`config.mk`:
```
export PLATFORM = sky130hd
export DESIGN_NAME = unwind_record_framer
export DESIGN_NICKNAME = d
export VERILOG_FILES = /design/src/sv/urf_pkg.sv /design/src/sv/urf_cfg_regs.sv /design/src/sv/urf_walker.sv /design/src/sv/urf_result_queue.sv /design/src/sv/unwind_record_framer.sv
export SDC_FILE = /design/constraint.sdc
export NUM_CORES = 2
export LEC_CHECK = 0
export BUFFER_PORTS_ARGS = -buffer_cell sky130_fd_sc_hd__buf_2
export CELL_PAD_IN_SITES_DETAIL_PLACEMENT = 0
export CELL_PAD_IN_SITES_GLOBAL_PLACEMENT = 1
export CORE_UTILIZATION = 49
export CTS_BUF_LIST = sky130_fd_sc_hd__clkbuf_4 sky130_fd_sc_hd__clkbuf_8
export DETAILED_ROUTE_END_ITERATION = 10
export PLACE_DENSITY_LB_ADDON = 0.2
export SLEW_MARGIN = 5
export SYNTH_ARGS = -nofsm -noshare
export SYNTH_HDL_FRONTEND = slang
export SYNTH_SLANG_ARGS = --single-unit
```
`constraint.sdc`:
```
create_clock -name clk -period 11.4 [get_ports clk]
set_input_delay 1.14 -clock clk [delete_from_list [all_inputs] [get_ports clk]]
set_output_delay 1.14 -clock clk [all_outputs]
set_load 0.02 [all_outputs]
```
`src/sv/urf_pkg.sv`:
```
`timescale 1ns / 1ps
// ---------------------------------------------------------------------------
// urf_pkg
// Types and constants for the unwind record framer.
// ---------------------------------------------------------------------------
package urf_pkg;

  localparam int PADDR_W = 4;
  localparam int PDATA_W = 64;

  localparam logic [PADDR_W-1:0] REG_BASE_ADDR   = 4'h0;
  localparam logic [PADDR_W-1:0] REG_LENGTH_ADDR = 4'h8;

  localparam logic [32:0] HEADER_BYTES = 33'd8;
  localparam logic [31:0] WIDE_LENGTH  = 32'hFFFF_FFFF;
  localparam logic [31:0] MIN_LENGTH   = 32'd4;

  localparam int Q_DEPTH = 4;
  localparam int Q_PTR_W = $clog2(Q_DEPTH);
  localparam int Q_CNT_W = $clog2(Q_DEPTH + 1);

  typedef enum logic [2:0] {
    KIND_DESCRIPTOR = 3'd0,
    KIND_TERMINATOR = 3'd1,
    KIND_EXHAUSTED  = 3'd2,
    KIND_WIDE       = 3'd3,
    KIND_OVERRUN    = 3'd4,
    KIND_SHORT      = 3'd5
  } kind_t;

  typedef enum logic [1:0] {
    PH_LENGTH  = 2'd0,
    PH_ID      = 2'd1,
    PH_PAYLOAD = 2'd2
  } phase_t;

  typedef struct packed {
    kind_t       kind;
    logic [63:0] addr;
    logic        last;
  } result_t;

  typedef struct packed {
    logic [1:0] count;
    result_t    res0;
    result_t    res1;
  } walk_out_t;

endpackage

```
`src/sv/urf_cfg_regs.sv`:
```
`timescale 1ns / 1ps
// ---------------------------------------------------------------------------
// urf_cfg_regs
// APB register file: section base address and section length.
// ---------------------------------------------------------------------------
module urf_cfg_regs (
  input  logic                        clk,
  input  logic                        rst_n,
  input  logic                        psel,
  input  logic                        penable,
  input  logic                        pwrite,
  input  logic [urf_pkg::PADDR_W-1:0] paddr,
  input  logic [urf_pkg::PDATA_W-1:0] pwdata,
  output logic [urf_pkg::PDATA_W-1:0] prdata,
  output logic                        pready,
  output logic [63:0]                 section_base,
  output logic [31:0]                 section_length
);
  import urf_pkg::*;

  logic [63:0] base_r;
  logic [31:0] length_r;
  logic        wr_en;

  assign pready = 1'b1;
  assign wr_en  = psel & penable & pwrite & pready;

  always_ff @(posedge clk) begin
    if (!rst_n) begin
      base_r   <= '0;
      length_r <= '0;
    end else if (wr_en) begin
      case (paddr)
        REG_BASE_ADDR:   base_r   <= pwdata;
        REG_LENGTH_ADDR: length_r <= pwdata[31:0];
        default: ;
      endcase
    end
  end

  always_comb begin
    case (paddr)
      REG_BASE_ADDR:   prdata = base_r;
      REG_LENGTH_ADDR: prdata = {32'd0, length_r};
      default:         prdata = '0;
    endcase
  end

  assign section_base   = base_r;
  assign section_length = length_r;

endmodule

```
`src/sv/urf_walker.sv`:
```
`timescale 1ns / 1ps
// ---------------------------------------------------------------------------
// urf_walker
// Record walk state and the per-byte update; emits up to two results.
// ---------------------------------------------------------------------------
module urf_walker (
  input  logic                clk,
  input  logic                rst_n,
  input  logic                in_fire,
  input  logic [7:0]          in_byte,
  input  logic [63:0]         section_base,
  input  logic [31:0]         section_length,
  output urf_pkg::walk_out_t  walk_out
);
  import urf_pkg::*;

  logic [31:0] byte_offset_r, byte_offset_nxt;
  logic [31:0] record_start_r, record_start_nxt;
  phase_t      phase_r, phase_nxt;
  logic [1:0]  biw_r, biw_nxt;
  logic [31:0] word_r, word_nxt;
  logic [31:0] remain_r, remain_nxt;
  logic        finished_r, finished_nxt;

  logic        first_byte;
  logic        word_done;
  logic [31:0] word_base;
  logic [31:0] word_new;
  logic [31:0] remain_dec;
  logic [33:0] record_end;
  logic        end_rec;
  logic        end_exh;
  logic [1:0]  n;
  kind_t       kind0, kind1;
  logic [31:0] off0, off1;

  function automatic logic room_at(input logic [31:0] start, input logic [31:0] len);
    return ({1'b0, start} + HEADER_BYTES) <= {1'b0, len};
  endfunction

  always_ff @(posedge clk) begin
    if (!rst_n) begin
      byte_offset_r  <= '0;
      record_start_r <= '0;
      phase_r        <= PH_LENGTH;
      biw_r          <= '0;
      word_r         <= '0;
      remain_r       <= '0;
      finished_r     <= 1'b0;
    end else begin
      byte_offset_r  <= byte_offset_nxt;
      record_start_r <= record_start_nxt;
      phase_r        <= phase_nxt;
      biw_r          <= biw_nxt;
      word_r         <= word_nxt;
      remain_r       <= remain_nxt;
      finished_r     <= finished_nxt;
    end
  end

  always_comb begin
    byte_offset_nxt  = byte_offset_r;
    record_start_nxt = record_start_r;
    phase_nxt        = phase_r;
    biw_nxt          = biw_r;
    word_nxt         = word_r;
    remain_nxt       = remain_r;
    finished_nxt     = finished_r;

    first_byte = (phase_r == PH_LENGTH) && (biw_r == 2'd0);
    word_done  = (biw_r == 2'd3);
    word_base  = first_byte ? 32'd0 : word_r;
    word_new   = word_base | ({24'd0, in_byte} << {biw_r, 3'b000});
    remain_dec = (remain_r != 32'd0) ? (remain_r - 32'd1) : 32'd0;
    record_end = {2'b00, record_start_r} + 34'd4 + {2'b00, word_new};
    end_rec    = 1'b0;
    end_exh    = 1'b0;
    n          = 2'd0;
    kind0      = KIND_DESCRIPTOR;
    kind1      = KIND_EXHAUSTED;
    off0       = record_start_r;
    off1       = byte_offset_r + 32'd1;

    if (in_fire && !finished_r) begin
      if (first_byte && !room_at(record_start_r, section_length)) begin
        n            = 2'd1;
        kind0        = KIND_EXHAUSTED;
        finished_nxt = 1'b1;
      end else begin
        byte_offset_nxt = byte_offset_r + 32'd1;
        case (phase_r)
          PH_LENGTH: begin
            word_nxt = word_new;
            if (!word_done) begin
              biw_nxt = biw_r + 2'd1;
            end else begin
              biw_nxt = 2'd0;
              if (word_new == 32'd0) begin
                n = 2'd1; kind0 = KIND_TERMINATOR; finished_nxt = 1'b1;
              end else if (word_new == WIDE_LENGTH) begin
                n = 2'd1; kind0 = KIND_WIDE; finished_nxt = 1'b1;
              end else if (record_end > {2'b00, section_length}) begin
                n = 2'd1; kind0 = KIND_OVERRUN; finished_nxt = 1'b1;
              end else if (word_new < MIN_LENGTH) begin
                n = 2'd1; kind0 = KIND_SHORT; finished_nxt = 1'b1;
              end else begin
                remain_nxt = word_new;
                phase_nxt  = PH_ID;
                word_nxt   = 32'd0;
              end
            end
          end
          PH_ID: begin
            word_nxt   = word_new;
            remain_nxt = remain_dec;
            if (!word_done) begin
              biw_nxt = biw_r + 2'd1;
            end else begin
              biw_nxt = 2'd0;
              if (word_new != 32'd0) begin
                n = 2'd1; kind0 = KIND_DESCRIPTOR;
              end
              if (remain_dec == 32'd0) end_rec = 1'b1;
              else                     phase_nxt = PH_PAYLOAD;
            end
          end
          default: begin
            if (remain_r <= 32'd1) begin
              remain_nxt = 32'd0;
              end_rec    = 1'b1;
            end else begin
              remain_nxt = remain_r - 32'd1;
            end
          end
        endcase

        if (end_rec) begin
          record_start_nxt = byte_offset_nxt;
          phase_nxt        = PH_LENGTH;
          biw_nxt          = 2'd0;
          word_nxt         = 32'd0;
          end_exh          = !room_at(byte_offset_nxt, section_length);
        end
        if (end_exh) begin
          finished_nxt = 1'b1;
          if (n == 2'd0) begin
            n     = 2'd1;
            kind0 = KIND_EXHAUSTED;
            off0  = byte_offset_nxt;
          end else begin
            n = 2'd2;
          end
        end
      end
    end
  end

  always_comb begin
    walk_out.count     = n;
    walk_out.res0.kind = kind0;
    walk_out.res0.addr = section_base + {32'd0, off0};
    walk_out.res0.last = (n == 2'd1);
    walk_out.res1.kind = kind1;
    walk_out.res1.addr = section_base + {32'd0, off1};
    walk_out.res1.last = 1'b1;
  end

endmodule

```
`src/sv/urf_result_queue.sv`:
```
`timescale 1ns / 1ps
// ---------------------------------------------------------------------------
// urf_result_queue
// Small result queue: takes up to two results a cycle, hands out one.
// ---------------------------------------------------------------------------
module urf_result_queue (
  input  logic               clk,
  input  logic               rst_n,
  input  logic               push,
  input  urf_pkg::walk_out_t walk_out,
  input  logic               pop,
  output logic               head_valid,
  output urf_pkg::result_t   head,
  output logic               full_for_pair
);
  import urf_pkg::*;

  result_t              q_r [Q_DEPTH];
  logic [Q_PTR_W-1:0]   wr_ptr_r, wr_ptr_nxt;
  logic [Q_PTR_W-1:0]   rd_ptr_r, rd_ptr_nxt;
  logic [Q_CNT_W-1:0]   count_r, count_nxt;
  logic [1:0]           n_push;
  logic                 do_pop;

  assign n_push = push ? walk_out.count : 2'd0;
  assign do_pop = pop & head_valid;

  always_comb begin
    wr_ptr_nxt = wr_ptr_r + Q_PTR_W'(n_push);
    rd_ptr_nxt = rd_ptr_r + Q_PTR_W'(do_pop);
    count_nxt  = count_r + Q_CNT_W'(n_push) - Q_CNT_W'(do_pop);
  end

  always_ff @(posedge clk) begin
    if (!rst_n) begin
      wr_ptr_r <= '0;
      rd_ptr_r <= '0;
      count_r  <= '0;
    end else begin
      wr_ptr_r <= wr_ptr_nxt;
      rd_ptr_r <= rd_ptr_nxt;
      count_r  <= count_nxt;
    end
  end

  always_ff @(posedge clk) begin
    if (n_push != 2'd0) q_r[wr_ptr_r] <= walk_out.res0;
    if (n_push == 2'd2) q_r[wr_ptr_r + Q_PTR_W'(1)] <= walk_out.res1;
  end

  assign head_valid    = (count_r != '0);
  assign head          = q_r[rd_ptr_r];
  assign full_for_pair = (count_r > Q_CNT_W'(Q_DEPTH - 2));

endmodule

```
`src/sv/unwind_record_framer.sv`:
```
`timescale 1ns / 1ps
// ---------------------------------------------------------------------------
// unwind_record_framer
// Frames length/id records of an unwind section fed one byte per item.
// ---------------------------------------------------------------------------
// Takes one section byte per cycle while in_stall is low; the walk state
// updates in the cycle the byte is accepted, and its results (zero, one, or
// two per byte) enter a four-entry result queue that drains one result per
// cycle while out_stall is low. in_stall rises only while the queue holds
// more than two results, so with a free-running consumer the rate is one
// byte per clock. Program section_base (0x0) and section_length (0x8) before
// the first byte; after a terminator, error or exhaustion result, further
// bytes are accepted and dropped. No clearing pass is needed after reset.
module unwind_record_framer (
  input  logic                        clk,
  input  logic                        rst_n,
  input  logic                        in_valid,
  output logic                        in_stall,
  input  logic [7:0]                  in_data_byte,
  output logic                        out_valid,
  input  logic                        out_stall,
  output logic [2:0]                  out_result_kind,
  output logic [63:0]                 out_record_address,
  output logic                        out_last_of_run,
  input  logic                        psel,
  input  logic                        penable,
  input  logic                        pwrite,
  input  logic [urf_pkg::PADDR_W-1:0] paddr,
  input  logic [urf_pkg::PDATA_W-1:0] pwdata,
  output logic [urf_pkg::PDATA_W-1:0] prdata,
  output logic                        pready
);
  import urf_pkg::*;

  logic        in_fire;
  logic [63:0] section_base;
  logic [31:0] section_length;
  walk_out_t   walk_out;
  result_t     head;
  logic        full_for_pair;

  assign in_stall = full_for_pair;
  assign in_fire  = in_valid & ~in_stall;

  urf_cfg_regs u_cfg (
    .clk            (clk),
    .rst_n          (rst_n),
    .psel           (psel),
    .penable        (penable),
    .pwrite         (pwrite),
    .paddr          (paddr),
    .pwdata         (pwdata),
    .prdata         (prdata),
    .pready         (pready),
    .section_base   (section_base),
    .section_length (section_length)
  );

  urf_walker u_walker (
    .clk            (clk),
    .rst_n          (rst_n),
    .in_fire        (in_fire),
    .in_byte        (in_data_byte),
    .section_base   (section_base),
    .section_length (section_length),
    .walk_out       (walk_out)
  );

  urf_result_queue u_queue (
    .clk           (clk),
    .rst_n         (rst_n),
    .push          (in_fire),
    .walk_out      (walk_out),
    .pop           (~out_stall),
    .head_valid    (out_valid),
    .head          (head),
    .full_for_pair (full_for_pair)
  );

  assign out_result_kind    = head.kind;
  assign out_record_address = head.addr;
  assign out_last_of_run    = head.last;

endmodule

```
==> summary.md <==
| Metric | Value |
|---|---|
| Critical Path Start | u_walker.record_start_r[3] |
| Power Density | 126 mW/mm2 |
| Worst setup EP type | flop |
| Yosys cell types | 93 |
| Area of the mapped netlist | 0.0361 mm2 |
| Slowest cell on the critical path | or4_1 |
| RSZ-0062 raised after global routing | false |
| Worst Min Path Start | u_queue.q_r[3][67] |
| CTS buffer count | 93 |
| Syn-to-layout area delta | 11.3% |
| Number of synthesized register bits | 508 |
| Sequential share of the synthesized area | 35.2% |
| Core Area | 0.0730 mm2 |
| Switch Pwr | 1.59 mW |
| Synthesized area per cell | 8.93 um2 |
| H-tree levels | 3 |
| Synthesized Nets | 4339 |
| Synth Flop Type | edfxtp_1 |
| Total gr overflow | 0 |
| Worst R2R Start | u_walker.record_start_r[3] |
| R2R Setup Slk | 0.64 ns |
| Post-synth EDFFs | 256 |
| Crit-path leading delay family | compound AO/OA/AOI/OAI gates |
| # IOs | 218 |
| Hold path cells | 2 |
| Leakage power | 15.7 nW |
| Routed via count | 32900 |
| Setup-failing EPs final | 0 |
| Worst r2r path cells | 41 |
| Max-Cap Viols | 0 |
| CTS tree | yes |
| Initial antenna violation count | 7 |
| Peak Freq | 0.0930 GHz |
| Vias in the first global route | 30500 |
| Routed Antenna Nets | 0 |
| Sequential power share | 41.2% |
| Die X | 274 um |
| Initial DRC Count | 3604 |
| Crit path DAT | 11.20 ns |
| Final min period | 10.76 ns |
| Cts hold-fix bufs | 0 |
| Crit Reg-Reg Endpoint | u_queue.q_r[2][51] |
| Gate Count Post-Synth | 4046 |
| Worst-path maximum fanout | 18 |
| Logic gate share of total power | 20.3% |
| Post-synth ARST share | 0% |
| Largest net degree at the start of global routing | 156 |
| Setup_tns | 0 ns |
| Clock share of power | 38.6% |
| CP bufs+invs | 3 |
| Layout cells sized above 1 | 14.6% |
| DR DRC count | 0 |
| Iteration count of the initial detailed-routing pass | 6 |
| Status | finished clean |
| Yosys warning count | 0 |
| GRT Total Usage | 33.5% |
| GP Congestion | 0.965 |
| Net Sw Frac | 31.2% |
| Skew final | 0.0943 ns |
| Initial core utilization | 49.5% |
| Worst Hold Margin | 0.453 ns |
| Worst-path clk slew | 0.06 ns |
| CTS root buffer | clkbuf_8 |
| Clock Path Buffers | 3 |
| Vias per inst | 6.33 |
| Slew HR | 19.6% |
| WL per Instance | 24.6 um |
| CP required | 11.84 ns |
| Num Clock Sinks | 508 |
| Peak supply drop | 0.000117 V |
| Slew @ Worst Pin | 1.21 ns |
| Final Hold Viols | 0 |
| Hold EP | u_queue.q_r[3][67] |
| Routed WL | 128 mm |
| Clk_lat worst skew | 0.77 ns |
| Num rows | 99 |
| Die area | 0.0748 mm2 |
| Crit path kind | flop to flop |
| Crit path largest cell delay | 0.49 ns |
| First-pass GRT wire length | 191 mm |
| Post-DP HPWL | 92.5 mm |
| Die Y | 274 um |
| Slew Limit Fails | 0 |
| Startpoint class of the critical path | flop |
| PortBufs | 216 |
| Internal power | 3.50 mW |
| Layout Nets | 4452 |
| Min-delay worst type | flop to flop |
| Final Cycle Share | 94.4% |
[worst reg2reg max path: cells and delay by family, from the launching register on]
family          cells  cell delay [ns]
compound gates     20             5.23
simple gates       11             2.35
xor+xnor            2             0.31
fa+ha+maj           4             1.20
mux                 1             0.32
buf+inv             3             0.71
flops               1             0.41
[metrics by stage]
| step | total power, mW | instance area [um2] | setup slack, ns | util (%) | instances |
|---|---|---|---|---|---|
| final | 5.08 | 40200 | 0.642 | 55.1 | 5202 |
| after detailed placement | 3.16 | 38000 | 0.299 | 52.1 | 5021 |
| after global placement | 3.15 | 38000 | 0.419 | 52.1 | 5021 |
| after global routing | 5.26 | 40200 | 0.0124 | 55.1 | 5202 |
| after floorplan | 2.78 | 36100 | 1.16 | - | 4046 |
| after CTS | 5.10 | 40100 | 0.272 | 55.0 | 5195 |
[worst max path at each step]
| stage | end | slack [ns] | cells after the start |
|---|---|---|---|
| detailed placement | u_queue.q_r[3][64] | 0.30 | 36 |
| global route | u_queue.q_r[2][57] | 0.01 | 41 |
| floorplan | u_queue.q_r[2][47] | 1.16 | 42 |
| finish | u_queue.q_r[2][51] | 0.64 | 41 |
| global placement | u_queue.q_r[1][60] | 0.42 | 36 |
| CTS | u_queue.q_r[2][57] | 0.27 | 40 |
[layout by cell type (no fill, tap or decap), types with 27 or more instances in the layout]
cell,instances
buf_4,86
a21boi_0,112
a21o_1,56
xnor2_1,133
a211oi_1,27
o21ai_0,228
nor3_1,56
mux4_2,68
nor2b_1,67
nand2_1,532
mux2_1,30
a21oi_1,178
nor2_1,229
nand3_1,108
ha_1,206
inv_1,111
a22o_1,76
buf_2,215
o22ai_1,139
a31oi_1,33
and2_1,101
xor2_1,112
nand4_1,70
edfxtp_1,256
dfxtp_1,250
clkbuf_8,121
a221o_1,51
o31ai_1,30
and3_1,40
mux2i_1,58
[cell type report]
type | count | area (um2)
diodes | 5 | 12.5
clock buffers | 146 | 1850
clock inverters | 28 | 250
fillers | 6666 | 32800
inverters | 115 | 432
multi-input cells | 3137 | 21900
flip-flops and latches | 508 | 12700
well taps | 959 | 1200
repair buffers | 304 | 1770
[power by group through the flow]
stage,Clock [mW],Combinational (mW),Sequential [mW]
finish,1.96,1.03,2.09
detailed placement,0,1.03,2.13
floorplan,0,0.698,2.08
global placement,0,1.02,2.13
global route,2.06,1.09,2.11
CTS,1.98,1.03,2.09
[layer usage]
metal | track usage, % | wire [um] | vias to the layer above
li1 | - | - | 15300
met1 | 48.5 | 56300 | 15800
met2 | 48.5 | 54500 | 1635
met3 | 7.39 | 13300 | 211
met4 | 12.0 | 3820 | 0
met5 | 0 | 0 | -
[cell usage after synthesis, types with 30 or more instances]
| cell | count | area (um2) |
|---|---|---|
| clkbuf_1 | 242 | 908 |
| and3_1 | 40 | 250 |
| a221o_1 | 51 | 510 |
| nand4_1 | 70 | 438 |
| nand2_1 | 532 | 2000 |
| mux2_1 | 30 | 338 |
| inv_1 | 115 | 432 |
| nand3_1 | 109 | 546 |
| mux4_2 | 68 | 1530 |
| nor2_1 | 230 | 863 |
| o22ai_1 | 139 | 870 |
| nor3_1 | 58 | 290 |
| a21o_1 | 56 | 420 |
| o21ai_0 | 228 | 1140 |
| xor2_1 | 112 | 981 |
| a31oi_1 | 38 | 238 |
| mux2i_1 | 58 | 581 |
| a21boi_0 | 112 | 841 |
| and2_1 | 101 | 632 |
| edfxtp_1 | 256 | 7690 |
| a22o_1 | 76 | 666 |
| nor2b_1 | 67 | 419 |
| xnor2_1 | 133 | 1160 |
| dfxtp_1 | 252 | 5040 |
| o31ai_1 | 31 | 233 |
| a21oi_1 | 179 | 896 |
| ha_1 | 206 | 2580 |
[logic make-up (layout without fill, tap and decap cells)]
logic type	count (synthesis)	after routing	share of synthesized area, %
adder cells (fa/ha/maj)	210	210	7.36
AO/OA/AOI/OAI	1144	1144	21.4
buffers and inverters	401	593	4.34
other	1	6	0.0104
flip-flops	508	508	35.2
multiplexers	161	161	6.94
AND/OR/NAND/NOR	1374	1374	18.7
XOR/XNOR	247	247	6.03
[sequential cells by signal (all words and copies together) (netlist names), 2 cells and up]
name	flops
u_cfg.section_base	64
u_cfg.section_length	32
u_queue.count_r	3
u_queue.q_r	272
u_queue.rd_ptr_r	2
u_queue.wr_ptr_r	2
u_walker.biw_r	2
u_walker.byte_offset_r	32
u_walker.phase_r	2
u_walker.record_start_r	32
u_walker.remain_r	32
u_walker.word_r	32
[repair_timing]
item	CTS	global route
resized for setup	0	5
setup buffers	0	2
setup endpoints to repair	0	141
Power figures use the tool's default switching activity.
